<file path="config.mk">
export PLATFORM = sky130hd
export DESIGN_NAME = char_lcd_nibble_sequencer_core_flat
export DESIGN_NICKNAME = d
export VERILOG_FILES = /design/src/lcdns_pkg.sv /design/src/lcdns_if.sv /design/src/lcdns_front.sv /design/src/lcdns_queue.sv /design/src/lcdns_back.sv /design/src/char_lcd_nibble_sequencer_core.sv /design/src/flat_wrapper.sv
export SDC_FILE = /design/constraint.sdc
export NUM_CORES = 1
export LEC_CHECK = 0
export BUFFER_PORTS_ARGS = -buffer_cell sky130_fd_sc_hd__buf_2
export CAP_MARGIN = 30
export CORE_AREA = 2 2 65 129
export CTS_BUF_LIST = sky130_fd_sc_hd__clkbuf_8
export DETAILED_ROUTE_END_ITERATION = 8
export DIE_AREA = 0 0 67 131
export GPL_ROUTABILITY_DRIVEN = 0
export GPL_TIMING_DRIVEN = 0
export PLACE_DENSITY = 0.73
export SLEW_MARGIN = 40
export SYNTH_ARGS = -nofsm -noshare
export SYNTH_HDL_FRONTEND = slang
export SYNTH_SLANG_ARGS = --single-unit
</file>
<file path="constraint.sdc">
create_clock -name i_clk -period 2.86 [get_ports i_clk]
set_clock_uncertainty 0.1 [all_clocks]
set_input_delay 0.286 -clock i_clk [delete_from_list [all_inputs] [get_ports i_clk]]
set_output_delay 0.286 -clock i_clk [all_outputs]
set_load 0.01 [all_outputs]
</file>
<file path="src/lcdns_pkg.sv">
// Shared types, constants and the power-up table for the character-LCD nibble sequencer.
// No dependencies; every other file of the block but lcdns_if refers to it by scoped names.

package lcdns_pkg;

    localparam int COLUMNS = 40;
    localparam int ROWS    = 2;

    localparam int INIT_LEN   = 15;
    localparam int STEP_W     = 4;
    localparam int JOB_WAIT_W = 11;

    localparam logic [JOB_WAIT_W-1:0] WAIT_CLEAR = JOB_WAIT_W'(1520);
    localparam logic [JOB_WAIT_W-1:0] WAIT_CMD   = JOB_WAIT_W'(40);

    localparam logic [7:0] CMD_CLEAR      = 8'h01;
    localparam logic [7:0] CMD_DISP_BASE  = 8'h08;
    localparam logic [7:0] CMD_HOME_ADDR  = 8'h80;
    localparam logic [1:0] CMD_CGRAM_HIGH = 2'b01;

    localparam logic [2:0] GLYPH_ROW_FIRST = 3'd0;
    localparam logic [2:0] GLYPH_ROW_LAST  = 3'd7;

    typedef enum logic [2:0] {
        REQ_INIT  = 3'd0,
        REQ_CLEAR = 3'd1,
        REQ_DISP  = 3'd2,
        REQ_CURSOR = 3'd3,
        REQ_CHAR  = 3'd4,
        REQ_GLYPH = 3'd5
    } t_req_kind;

    // One byte to be sent as two nibble transfers.
    typedef struct packed {
        logic [7:0]            value;
        logic                  rs;
        logic [JOB_WAIT_W-1:0] wait_us;
    } t_byte_job;

    // A classified request: either the power-up run or a list of one to three bytes.
    typedef struct packed {
        logic                is_init;
        logic [1:0]          nbytes;
        t_byte_job [2:0]     bytes;
    } t_job;

    typedef struct packed {
        logic        strobe_res;
        logic        reg_select;
        logic [3:0]  nibble;
        logic [15:0] wait_after_us;
        logic        last;
    } t_xfer;

    typedef struct packed {
        logic full;
        logic empty;
    } t_q_status;

    // Power-up run, one transfer per step; last is filled in by the caller.
    function automatic t_xfer init_xfer(input logic [STEP_W-1:0] idx);
        t_xfer x;
        x = '0;
        x.strobe_res = 1'b1;
        unique case (idx)
            4'd0: begin
                x.strobe_res    = 1'b0;
                x.wait_after_us = 16'd50000;
            end
            4'd1: begin
                x.nibble = 4'h3;
                x.wait_after_us = 16'd10000;
            end
            4'd2: begin
                x.nibble = 4'h3;
                x.wait_after_us = 16'd500;
            end
            4'd3: x.nibble = 4'h3;
            4'd4: x.nibble = 4'h2;
            4'd5: x.nibble = 4'h2;
            4'd6: begin
                x.nibble = 4'h8;
                x.wait_after_us = 16'd50;
            end
            4'd7: x.nibble = 4'h0;
            4'd8: begin
                x.nibble = 4'hE;
                x.wait_after_us = 16'd50;
            end
            4'd9: x.nibble = 4'h0;
            4'd10: begin
                x.nibble = 4'h1;
                x.wait_after_us = 16'd5000;
            end
            4'd11: x.nibble = 4'h0;
            4'd12: begin
                x.nibble = 4'h6;
                x.wait_after_us = 16'd50;
            end
            4'd13: x.nibble = 4'h8;
            4'd14: begin
                x.nibble = 4'h0;
                x.wait_after_us = 16'd50;
            end
            default: x = '0;
        endcase
        return x;
    endfunction

endpackage

</file>
<file path="src/lcdns_if.sv">
// Valid/ready channel interfaces for requests and nibble transfers.
// Depends on nothing but plain logic types.

interface lcdns_req_if;
    logic       valid;
    logic       ready;
    logic [2:0] req_type;
    logic       disp_on;
    logic       cursor_on;
    logic       blink_on;
    logic [5:0] column;
    logic [1:0] line;
    logic [7:0] char_byte;
    logic [2:0] glyph_slot;
    logic [2:0] glyph_row;

    modport source (
        output valid, req_type, disp_on, cursor_on, blink_on, column, line,
               char_byte, glyph_slot, glyph_row,
        input  ready
    );
    modport sink (
        input  valid, req_type, disp_on, cursor_on, blink_on, column, line,
               char_byte, glyph_slot, glyph_row,
        output ready
    );
endinterface

interface lcdns_xfer_if;
    logic        valid;
    logic        ready;
    logic        strobe_res;
    logic        reg_select;
    logic [3:0]  nibble;
    logic [15:0] wait_after_us;
    logic        last;

    modport source (
        output valid, strobe_res, reg_select, nibble, wait_after_us, last,
        input  ready
    );
    modport sink (
        input  valid, strobe_res, reg_select, nibble, wait_after_us, last,
        output ready
    );
endinterface

</file>
<file path="src/lcdns_front.sv">
// Request front end: accepts a request and classifies it into a byte job for the queue.
// Depends on lcdns_pkg and lcdns_req_if.

module lcdns_front (
    lcdns_req_if.sink      i_req,
    input  logic           i_full,
    output logic           o_push,
    output lcdns_pkg::t_job o_job
);

    logic       row_c;
    logic [5:0] col_c;
    logic       known;
    lcdns_pkg::t_byte_job b_data;

    assign i_req.ready = !i_full;

    always_comb begin
        row_c = ({1'b0, i_req.line} >= 3'(lcdns_pkg::ROWS)) ? 1'b0 : i_req.line[0];
        col_c = ({1'b0, i_req.column} >= 7'(lcdns_pkg::COLUMNS)) ? 6'd0 : i_req.column;
    end

    always_comb begin
        b_data.value   = i_req.char_byte;
        b_data.rs      = 1'b1;
        b_data.wait_us = lcdns_pkg::WAIT_CMD;

        o_job   = '0;
        known   = 1'b1;
        unique case (lcdns_pkg::t_req_kind'(i_req.req_type))
            lcdns_pkg::REQ_INIT: begin
                o_job.is_init = 1'b1;
            end
            lcdns_pkg::REQ_CLEAR: begin
                o_job.nbytes   = 2'd1;
                o_job.bytes[0] = '{value: lcdns_pkg::CMD_CLEAR, rs: 1'b0,
                                   wait_us: lcdns_pkg::WAIT_CLEAR};
            end
            lcdns_pkg::REQ_DISP: begin
                o_job.nbytes   = 2'd1;
                o_job.bytes[0] = '{value: lcdns_pkg::CMD_DISP_BASE |
                                          {5'd0, i_req.disp_on, i_req.cursor_on,
                                           i_req.blink_on},
                                   rs: 1'b0, wait_us: lcdns_pkg::WAIT_CMD};
            end
            lcdns_pkg::REQ_CURSOR: begin
                o_job.nbytes   = 2'd1;
                o_job.bytes[0] = '{value: {1'b1, row_c, col_c}, rs: 1'b0,
                                   wait_us: lcdns_pkg::WAIT_CMD};
            end
            lcdns_pkg::REQ_CHAR: begin
                o_job.nbytes   = 2'd1;
                o_job.bytes[0] = b_data;
            end
            lcdns_pkg::REQ_GLYPH: begin
                // The first row is preceded by the glyph-memory address, the last
                // row is followed by a return to the home position.
                if (i_req.glyph_row == lcdns_pkg::GLYPH_ROW_FIRST) begin
                    o_job.nbytes   = 2'd2;
                    o_job.bytes[0] = '{value: {lcdns_pkg::CMD_CGRAM_HIGH, i_req.glyph_slot,
                                               3'b000},
                                       rs: 1'b0, wait_us: lcdns_pkg::WAIT_CMD};
                    o_job.bytes[1] = b_data;
                end else if (i_req.glyph_row == lcdns_pkg::GLYPH_ROW_LAST) begin
                    o_job.nbytes   = 2'd2;
                    o_job.bytes[0] = b_data;
                    o_job.bytes[1] = '{value: lcdns_pkg::CMD_HOME_ADDR, rs: 1'b0,
                                       wait_us: lcdns_pkg::WAIT_CMD};
                end else begin
                    o_job.nbytes   = 2'd1;
                    o_job.bytes[0] = b_data;
                end
            end
            default: begin
                known = 1'b0;
            end
        endcase
    end

    // Unknown request types are taken and dropped; they cause no transfer.
    assign o_push = i_req.valid && !i_full && known;

endmodule

</file>
<file path="src/lcdns_queue.sv">
// Two-entry job queue between the request front end and the transfer back end.
// Depends on lcdns_pkg.

module lcdns_queue (
    input  logic                 i_clk,
    input  logic                 i_rst_n,
    input  logic                 i_push,
    input  lcdns_pkg::t_job      i_job,
    input  logic                 i_pop,
    output lcdns_pkg::t_job      o_head,
    output lcdns_pkg::t_q_status o_status
);

    lcdns_pkg::t_job r_mem [2];
    logic       r_wr, n_wr;
    logic       r_rd, n_rd;
    logic [1:0] r_count, n_count;

    always_comb begin
        n_wr    = i_push ? !r_wr : r_wr;
        n_rd    = i_pop  ? !r_rd : r_rd;
        n_count = r_count + 2'(i_push) - 2'(i_pop);
    end

    always_ff @(posedge i_clk) begin
        if (!i_rst_n) begin
            r_wr    <= 1'b0;
            r_rd    <= 1'b0;
            r_count <= 2'd0;
        end else begin
            r_wr    <= n_wr;
            r_rd    <= n_rd;
            r_count <= n_count;
        end
    end

    always_ff @(posedge i_clk) begin
        if (i_push) begin
            r_mem[r_wr] <= i_job;
        end
    end

    assign o_head         = r_mem[r_rd];
    assign o_status.full  = (r_count == 2'd2);
    assign o_status.empty = (r_count == 2'd0);

endmodule

</file>
<file path="src/lcdns_back.sv">
// Back end: steps the head job into an output register, one nibble per cycle unless stalled.
// Depends on lcdns_pkg and lcdns_xfer_if.

module lcdns_back (
    input  logic                i_clk,
    input  logic                i_rst_n,
    input  lcdns_pkg::t_job     i_head,
    input  logic                i_empty,
    output logic                o_pop,
    lcdns_xfer_if.source        o_xfer
);

    logic [lcdns_pkg::STEP_W-1:0] r_step, n_step;
    logic [lcdns_pkg::STEP_W-1:0] last_step;
    logic                         r_valid, n_valid;
    lcdns_pkg::t_xfer             r_out, gen;
    lcdns_pkg::t_byte_job         cur;
    logic                         advance;
    logic                         is_last;

    always_comb begin
        unique case (r_step[2:1])
            2'd0:    cur = i_head.bytes[0];
            2'd1:    cur = i_head.bytes[1];
            2'd2:    cur = i_head.bytes[2];
            default: cur = i_head.bytes[0];
        endcase

        last_step = i_head.is_init ? lcdns_pkg::STEP_W'(lcdns_pkg::INIT_LEN - 1)
                                   : ({1'b0, i_head.nbytes, 1'b0} - 4'd1);
        is_last   = (r_step == last_step);

        if (i_head.is_init) begin
            gen = lcdns_pkg::init_xfer(r_step);
        end else begin
            gen.strobe_res    = 1'b1;
            gen.reg_select    = cur.rs;
            // High nibble first; the byte's wait follows the low nibble.
            gen.nibble        = r_step[0] ? cur.value[3:0] : cur.value[7:4];
            gen.wait_after_us = r_step[0] ? {5'd0, cur.wait_us} : 16'd0;
            gen.last          = 1'b0;
        end
        gen.last = is_last;
    end

    assign advance = !r_valid || o_xfer.ready;
    assign o_pop   = advance && !i_empty && is_last;

    always_comb begin
        n_step  = r_step;
        n_valid = r_valid;
        if (advance) begin
            n_valid = !i_empty;
            if (!i_empty) begin
                n_step = is_last ? '0 : r_step + 4'd1;
            end
        end
    end

    always_ff @(posedge i_clk) begin
        if (!i_rst_n) begin
            r_step  <= '0;
            r_valid <= 1'b0;
        end else begin
            r_step  <= n_step;
            r_valid <= n_valid;
        end
    end

    always_ff @(posedge i_clk) begin
        if (advance && !i_empty) begin
            r_out <= gen;
        end
    end

    assign o_xfer.valid         = r_valid;
    assign o_xfer.strobe_res    = r_out.strobe_res;
    assign o_xfer.reg_select    = r_out.reg_select;
    assign o_xfer.nibble        = r_out.nibble;
    assign o_xfer.wait_after_us = r_out.wait_after_us;
    assign o_xfer.last          = r_out.last;

endmodule

</file>
<file path="src/char_lcd_nibble_sequencer_core.sv">
// Character-LCD 4-bit nibble sequencer, top level.
// Requests arrive on i_req (valid/ready); each is classified by the front end into a job,
// held in a two-entry queue, and expanded by the back end into nibble transfers on o_xfer.
// Every transfer carries strobe, register select, nibble, the wait that must follow it,
// and a last flag on the final transfer of the request.
// With the back end idle, the first transfer of a request is valid once its job has passed
// the queue and the back end's output register. Throughput: one transfer per cycle while
// the receiver is ready, set by the back end's output register. A request gives two transfers
// for clear, display control, set cursor and character write, two or four for a glyph row,
// fifteen for power-up init. Unknown request types are taken and give no transfer.
// The front end keeps taking requests while the queue has room, so a new request can be
// taken while earlier transfers are still waiting on the output.
// When the receiver stalls, the output transfer holds and the queue fills; i_req.ready
// drops once two jobs are waiting.
// Synchronous active-low reset empties the queue and the output register; the block
// takes requests in the first cycle after reset.
// Depends on lcdns_pkg, lcdns_if, lcdns_front, lcdns_queue and lcdns_back.

module char_lcd_nibble_sequencer_core (
    input  logic         i_clk,
    input  logic         i_rst_n,
    lcdns_req_if.sink    i_req,
    lcdns_xfer_if.source o_xfer
);

    lcdns_pkg::t_job      job_in;
    lcdns_pkg::t_job      job_head;
    lcdns_pkg::t_q_status q_stat;
    logic                 push;
    logic                 pop;

    lcdns_front u_front (
        .i_req  (i_req),
        .i_full (q_stat.full),
        .o_push (push),
        .o_job  (job_in)
    );

    lcdns_queue u_queue (
        .i_clk    (i_clk),
        .i_rst_n  (i_rst_n),
        .i_push   (push),
        .i_job    (job_in),
        .i_pop    (pop),
        .o_head   (job_head),
        .o_status (q_stat)
    );

    lcdns_back u_back (
        .i_clk   (i_clk),
        .i_rst_n (i_rst_n),
        .i_head  (job_head),
        .i_empty (q_stat.empty),
        .o_pop   (pop),
        .o_xfer  (o_xfer)
    );

    a_queue_sane: assert property (@(posedge i_clk) disable iff (!i_rst_n)
        !(q_stat.full && q_stat.empty))
        else $error("queue reports full and empty at once");

    a_no_overflow: assert property (@(posedge i_clk) disable iff (!i_rst_n)
        push |-> !q_stat.full)
        else $error("job pushed into a full queue");

    a_pop_gives_last: assert property (@(posedge i_clk) disable iff (!i_rst_n)
        pop |=> (o_xfer.valid && o_xfer.last))
        else $error("job retired without a last transfer on the output");

    a_wait_only_form: assert property (@(posedge i_clk) disable iff (!i_rst_n)
        (o_xfer.valid && !o_xfer.strobe_res) |->
            (o_xfer.nibble == 4'h0 && !o_xfer.reg_select && !o_xfer.last))
        else $error("wait-only transfer with a nibble, data select or last flag");

endmodule

</file>
<file path="src/flat_wrapper.sv">
// flat-port wrapper written by rule: the top's interface ports become plain ports
module char_lcd_nibble_sequencer_core_flat 
  (i_clk, i_rst_n, i_req_valid, i_req_req_type, i_req_disp_on, i_req_cursor_on, i_req_blink_on, i_req_column, i_req_line, i_req_char_byte, i_req_glyph_slot, i_req_glyph_row, i_req_ready, o_xfer_valid, o_xfer_strobe_res, o_xfer_reg_select, o_xfer_nibble, o_xfer_wait_after_us, o_xfer_last, o_xfer_ready);
  lcdns_req_if i_req_i ();
  lcdns_xfer_if o_xfer_i ();
  input  logic i_clk;
  input  logic i_rst_n;
  input wire logic [$bits(i_req_i.valid)-1:0] i_req_valid;
  input wire logic [$bits(i_req_i.req_type)-1:0] i_req_req_type;
  input wire logic [$bits(i_req_i.disp_on)-1:0] i_req_disp_on;
  input wire logic [$bits(i_req_i.cursor_on)-1:0] i_req_cursor_on;
  input wire logic [$bits(i_req_i.blink_on)-1:0] i_req_blink_on;
  input wire logic [$bits(i_req_i.column)-1:0] i_req_column;
  input wire logic [$bits(i_req_i.line)-1:0] i_req_line;
  input wire logic [$bits(i_req_i.char_byte)-1:0] i_req_char_byte;
  input wire logic [$bits(i_req_i.glyph_slot)-1:0] i_req_glyph_slot;
  input wire logic [$bits(i_req_i.glyph_row)-1:0] i_req_glyph_row;
  output wire logic [$bits(i_req_i.ready)-1:0] i_req_ready;
  output wire logic [$bits(o_xfer_i.valid)-1:0] o_xfer_valid;
  output wire logic [$bits(o_xfer_i.strobe_res)-1:0] o_xfer_strobe_res;
  output wire logic [$bits(o_xfer_i.reg_select)-1:0] o_xfer_reg_select;
  output wire logic [$bits(o_xfer_i.nibble)-1:0] o_xfer_nibble;
  output wire logic [$bits(o_xfer_i.wait_after_us)-1:0] o_xfer_wait_after_us;
  output wire logic [$bits(o_xfer_i.last)-1:0] o_xfer_last;
  input wire logic [$bits(o_xfer_i.ready)-1:0] o_xfer_ready;
  assign i_req_i.valid = i_req_valid;
  assign i_req_i.req_type = i_req_req_type;
  assign i_req_i.disp_on = i_req_disp_on;
  assign i_req_i.cursor_on = i_req_cursor_on;
  assign i_req_i.blink_on = i_req_blink_on;
  assign i_req_i.column = i_req_column;
  assign i_req_i.line = i_req_line;
  assign i_req_i.char_byte = i_req_char_byte;
  assign i_req_i.glyph_slot = i_req_glyph_slot;
  assign i_req_i.glyph_row = i_req_glyph_row;
  assign i_req_ready = i_req_i.ready;
  assign o_xfer_valid = o_xfer_i.valid;
  assign o_xfer_strobe_res = o_xfer_i.strobe_res;
  assign o_xfer_reg_select = o_xfer_i.reg_select;
  assign o_xfer_nibble = o_xfer_i.nibble;
  assign o_xfer_wait_after_us = o_xfer_i.wait_after_us;
  assign o_xfer_last = o_xfer_i.last;
  assign o_xfer_i.ready = o_xfer_ready;
  char_lcd_nibble_sequencer_core u_core (.i_clk(i_clk), .i_rst_n(i_rst_n), .i_req(i_req_i), .o_xfer(o_xfer_i));
endmodule
</file>
==> results of run 1 <==
cell usage after synthesis, drive strengths merged, types with 2 or more instances:
cell     n
a21boi   2
a21o     3
a21oi   14
a221o    5
a221oi   8
a222oi   2
and2    10
buf      8
clkbuf   8
dfxtp   10
edfxtp  70
ha       9
inv     10
mux2    21
mux2i    8
nand2   21
nand2b   6
nand3    6
nand4    2
nor2    15
nor2b    4
nor3     7
nor3b    4
nor4     3
o21ai    9
o31ai    4
or3      5
xnor2    4
cells by family after synthesis:
kind of cell    Yosys count  share of synthesized area
simple gates             88                      0.125
flops                    80                      0.606
compound gates           54                      0.104
mux                      29                     0.0876
buf+inv                  27                     0.0359
fa+ha+maj                 9                     0.0296
xor+xnor                  5                     0.0115
other cells               1                   0.000987
per-layer routing:
metal | GRT usage | up-vias | part of all wire
met5 | 0 | - | 0
met3 | 0.0368 | 8 | 0.053
met2 | 0.313 | 82 | 0.53
met4 | 0.0780 | 0 | 0.015
met1 | 0.214 | 1197 | 0.40
li1 | - | 1241 | -
state kept, by name (all words and copies together), names as in the netlist, named ones only:
name                                cells
u_core.u_queue.r_mem                   50
u_core.u_back.o_xfer.wait_after_us     13
u_core.u_back.o_xfer.nibble             4
u_core.u_back.r_step                    4
u_core.u_queue.r_count                  2
u_core.u_back.o_xfer.last               1
u_core.u_back.o_xfer.reg_select         1
u_core.u_back.o_xfer.strobe_res         1
u_core.u_back.o_xfer.valid              1
u_core.u_queue.r_rd                     1
u_core.u_queue.r_wr                     1
per-stage QoR:
| step | worst slack (ns) | utilization | cell area (um^2) | power, mW | hold slack [ns] |
|---|---|---|---|---|---|
| 6_report | 0.208 | 0.569 | 4450 | 2.60 | 0.124 |
| 2_1_floorplan | 0.166 | - | 3810 | 1.71 | 0.304 |
| 3_3_place_gp | -0.0975 | 0.534 | 4180 | 1.83 | 0.361 |
| 4_1_cts | 0.0125 | 0.562 | 4400 | 2.60 | 0.119 |
| 3_5_place_dp | -0.142 | 0.540 | 4230 | 1.86 | 0.377 |
| 5_1_grt | 0.0140 | 0.569 | 4450 | 2.71 | 0.118 |
area by class of cell:
class                      count  area, um^2
timing repair buffer          57         312
fill                         686        3380
buffer                        15        97.6
inverter                      11        41.3
sequential                    80        2300
tap                           96         120
multi-input combinational    187        1400
clock inverter                 7        53.8
clock buffer                   9         124
path summary, 6_finish.rpt:
kind / start / endpoint / slack [ns] / cells after the start
setup / recovery: u_core.u_back.r_step[0]$_SDFFE_PN0P_ / u_core.u_queue.r_count[1]$_SDFF_PN0_ / 0.21 / 11
setup reg to reg: u_core.u_back.r_step[0]$_SDFFE_PN0P_ / u_core.u_queue.r_count[1]$_SDFF_PN0_ / 0.21 / 11
hold / removal: i_rst_n / u_core.u_back.o_xfer.valid$_SDFFE_PN0N_ / 0.12 / 2
hold reg to reg: u_core.u_queue.r_rd$_SDFFE_PN0P_ / flop / 0.39 / 2
power by group through the flow:
stage | clock [mW] | combinational, mW | sequential [mW]
after floorplan | 0 | 0.245 | 1.46
after global placement | 0 | 0.393 | 1.44
after detailed placement | 0 | 0.416 | 1.44
after CTS | 0.771 | 0.417 | 1.42
after global routing | 0.820 | 0.465 | 1.42
final | 0.765 | 0.418 | 1.41
repair_timing:
action,4_1_cts,5_1_grt
setup endpoints to repair,1,3
resized for setup,1,5
pin swaps,0,2
setup buffers,0,4
==> impl_results.md, run 1 <==
- Worst path top cell family by delay: buffers and inverters
- Initial antenna violation count: 0
- Initial DRC count: approximately 210
- Yosys warnings: 0
- Number of global-route vias before repair: around 2400
- Area leader, netlist: edfxtp_1
- Number of max-cap violations: 0
- CP Data Required Time: about 3 ns
- Crit Path Class: flop to flop
- Slowest cell on crit path: dfxtp_1
- Number of library cell types mapped by synthesis: 51
- CTS Buf Count: 9
- Ant. Diodes: 0
- Unrepaired setup endpoints after global routing: false
- DRC errors left: 0
- Wire length per cell: 16.2 um
- Final setup fails: 0
- Switching portion of total power: 0.254
- Setup Total Neg Slack: 0 ns
- Post-Place Cells: 443
- Total vias in the final route: 2528
- Area of the mapped netlist: approximately 3800 um^2
- Largest net degree at the start of global routing: 26
- Seq/Total Area, Yosys: 0.606
- Worst min-delay path class: primary input to flop
- Crit Path Max Fanout: 9
- DR vias/cell: ~5.5
- Most area-consuming cells after synthesis: edfxtp_1 (55%), mux2_2 (5.9%), dfxtp_1 (5.3%)
- Final non-filler cell total: between 400 and 500
- GRT Total Usage: 0.181
- Die Span Y: ~130 um
- CP arrival: 2.80 ns
- Net count, final: ~400
- Relative slew margins: 0.517
- Worst path bufs/invs: 3
- Area grow syn2layout: 17.1%
- F_max: 377 MHz
- Most frequent cells in the layout: edfxtp_1 (70), buf_2 (52), nand2_1 (21), mux2_2 (20), a21oi_1 (13)
- Worst-path clk slew: around 0.070 ns
- EDFF count, synth: 70
- Total core area: 7830 um^2
- Total Wirelength: 7.48 mm
- Tmin final: between 2 and 3 ns
- Fin. Hold Viols: 0
- Worst-path cell chain: buf_4 > clkinv_1 > and3_4 > o31ai_4 > nor2_4 > ha_1 > inv_1 > ha_1 > xnor2_1 > xnor2_1 > and2_1
- PortBufs: 51
- Post-DRT Antenna Nets: 0
- Max-slew violation count: 0
- Sequential Power Share: 0.545
- Int Power: 1.94 mW
- Fin crit share: 0.927
- Commonest non-fill, non-tap cell in the layout: edfxtp_1
- Boundary Pins: 57
- H-Tree Depth: 3
- Run status: finished, final reports clean
- Register bit count reported by yosys: 80
- PwrDens: ~580 nW/um^2
- Initial core utilization: 0.486
- Die Span X: between 60 and 70 um
- Comb pwr share: 0.161
- Critical path launch point type: flop
- CTS max path bufs: 2
- Worst skew pair latency: between 0.3 and 0.4 ns
- Top cell type's share of synthesized area: 0.553
- Synth Area per Inst: 13.0 um^2
- TritonCTS clock tree: yes
- Remaining Overflow, GRT: 0
- Top FF cell, synth: edfxtp_1
- P_sw: approximately 660 uW
- Final HPWL DP: 5.45 mm
- Clk sinks: 80
- Crit. End Element: flop
- Asr flop ratio synth: 0
- First-pass DRT Iterations: 4
- Cells after Synth: roughly 290
- CP peak stage delay: between 0.3 and 0.4 ns
- First-pass GRT wire length: ~12 mm
- CTS Root Cell: clkbuf_8
- Die area: between 8000 and 9000 um^2
- Layout cell share with drive strength beyond 1: 0.298
- Post-CTS Hold Buffers: 0
- P_leak: ~1.7 nW
- Slew @ Worst Pin: just over 0.7 ns
- Clock share of power: 0.294
- Site Rows: 46
- Peak VDD IR: around 0.4 mV
(Power assumes the default switching activity.)
==> run 2: changes to the inputs <==
Settings changed: RECOVER_POWER set to 25.
==> impl_results.md, run 2 (same netlist as run 1, synthesis figures left out) <==
- Post-CTS Hold Buffers: 0
- PortBufs: 51
- Tmin final: between 2 and 3 ns
- Net count, final: ~400
- Final HPWL DP: ~5.4 mm
- Relative slew margins: 0.363
- Clk sinks: 80
- Fin. Hold Viols: 0
- Total power: around 2.6 mW
- Area grow syn2layout: 16.3%
- Site Rows: 46
- P_leak: ~1.6 nW
- Unrepaired setup endpoints after global routing: false
- PwrDens: 585 nW/um^2
- First-pass GRT wire length: ~12 mm
- Total vias in the final route: about 2500
- Crit Path Max Fanout: 10
- Layout cell share with drive strength beyond 1: 0.235
- Crit Path Class: flop to flop
- Post-route setup slack: 0.213 ns
- Max FFs per register: 50
- Critical path launch point type: flop
- First-pass DRT Iterations: 4
- DRC errors left: 0
- Commonest non-fill, non-tap cell in the layout: edfxtp_1
- Number of global-route vias before repair: roughly 2400
- Initial DRC count: between 200 and 250
- F_max: approximately 380 MHz
- Final non-filler cell total: approximately 460
- Final setup fails: 0
- Area used by multi-input combinational logic: 1400 um^2
- TritonCTS clock tree: yes
- Pre-CTS WS: -0.142 ns
- Post-layout util: 0.565
- Crit. End Element: flop
- Run status: finished, final reports clean
- GRT Total Usage: 0.181
- Initial antenna violation count: 0
- Die area: roughly 8800 um^2
- Worst skew pair latency: 0.35 ns
- Peak VDD IR: roughly 0.40 mV
- Post-DRT Antenna Nets: 0
- Fin crit share: 0.925
- H-Tree Depth: 3
- Worst-path clk slew: about 0.07 ns
- CTS max path bufs: 2
- Total Wirelength: approximately 7.5 mm
- Top reg by flops: u_core.u_queue.r_mem
- Largest net degree at the start of global routing: 26
- Most frequent cells in the layout: edfxtp_1 (70), buf_2 (30), clkbuf_1 (29), nand2_1 (21), mux2_2 (20)
- Number of max-cap violations: 0
- Post-Place Cells: between 400 and 500
- Total core area: 7830 um^2
- DR vias/cell: between 5 and 6
- Max-slew violation count: 0
- Remaining Overflow, GRT: 0
- CTS Buf Count: 9
- Setup Total Neg Slack: 0 ns
- Register area: between 2000 and 2500 um^2
- Boundary Pins: 57
- Fill count: between 600 and 700
- Worst min-delay path class: primary input to flop
- Die Span X: around 67 um
- CP arrival: approximately 2.8 ns
- CP Data Required Time: about 3.0 ns
- Initial core utilization: 0.486
- Wire length per cell: ~16 um
- Min-delay src: i_rst_n
- Slew @ Worst Pin: 0.956 ns
- Die Span Y: 131 um
- CTS Root Cell: clkbuf_8
- Ant. Diodes: 0
[run 2: worst max-delay path, stage by stage (launching register included)]
cell and delay (ns):
dfxtp_1 0.33, buf_6 0.17, buf_12 0.14, mux2i_1 0.22, ha_1 0.27, a21o_1 0.16, nand4b_1 0.20, nor2_4 0.05
ha_1 0.27, inv_1 0.04, ha_1 0.18, xnor2_1 0.13, xnor2_1 0.12, and2_1 0.16
[run 2: final cells by class]
cell class,instances,share of cell area
flip-flops and latches,80,0.521
multi-input cells,187,0.316
repair buffers,57,0.0643
clock buffers,9,0.0280
well taps,96,0.0272
plain buffers,15,0.0221
clock inverters,7,0.0122
inverters,11,0.00934
[run 2: path summary, 6_finish.rpt]
kind	endpoint	slack, ns	depth (start not counted)
worst max-delay path	u_core.u_queue.r_count[1]$_SDFF_PN0_	0.21	13
worst min-delay path	u_core.u_back.o_xfer.valid$_SDFFE_PN0N_	0.13	2
worst max register to register	u_core.u_queue.r_count[1]$_SDFF_PN0_	0.21	13
worst min register to register	flop	0.39	2
[run 2: repair_timing]
item	in CTS	in global routing
resized for setup	1	5
pin swaps	0	2
setup buffers	0	4
endpoints found under the setup margin	1	3
[run 2: per-stage QoR]
step	hold WS, ns	area [um^2]
6_report	0.127	4420
5_1_grt	0.118	4420
4_1_cts	0.119	4400
3_5_place_dp	0.377	4230
3_3_place_gp	0.361	4180
2_1_floorplan	0.304	3810
[run 2: routing by layer]
metal,vias up,GRT usage,part of all wire
li1,1241,-,-
met1,1193,0.214,0.40
met2,94,0.313,0.52
met3,8,0.0368,0.062
met4,0,0.0780,0.015
met5,-,0,0
[run 2: power by group]
group	leakage [nW]	switching [mW]	internal, mW	total [mW]
combinational	0.778	0.252	0.155	0.407
sequential	0.760	0.0311	1.39	1.42
clock	0.0943	0.377	0.387	0.764
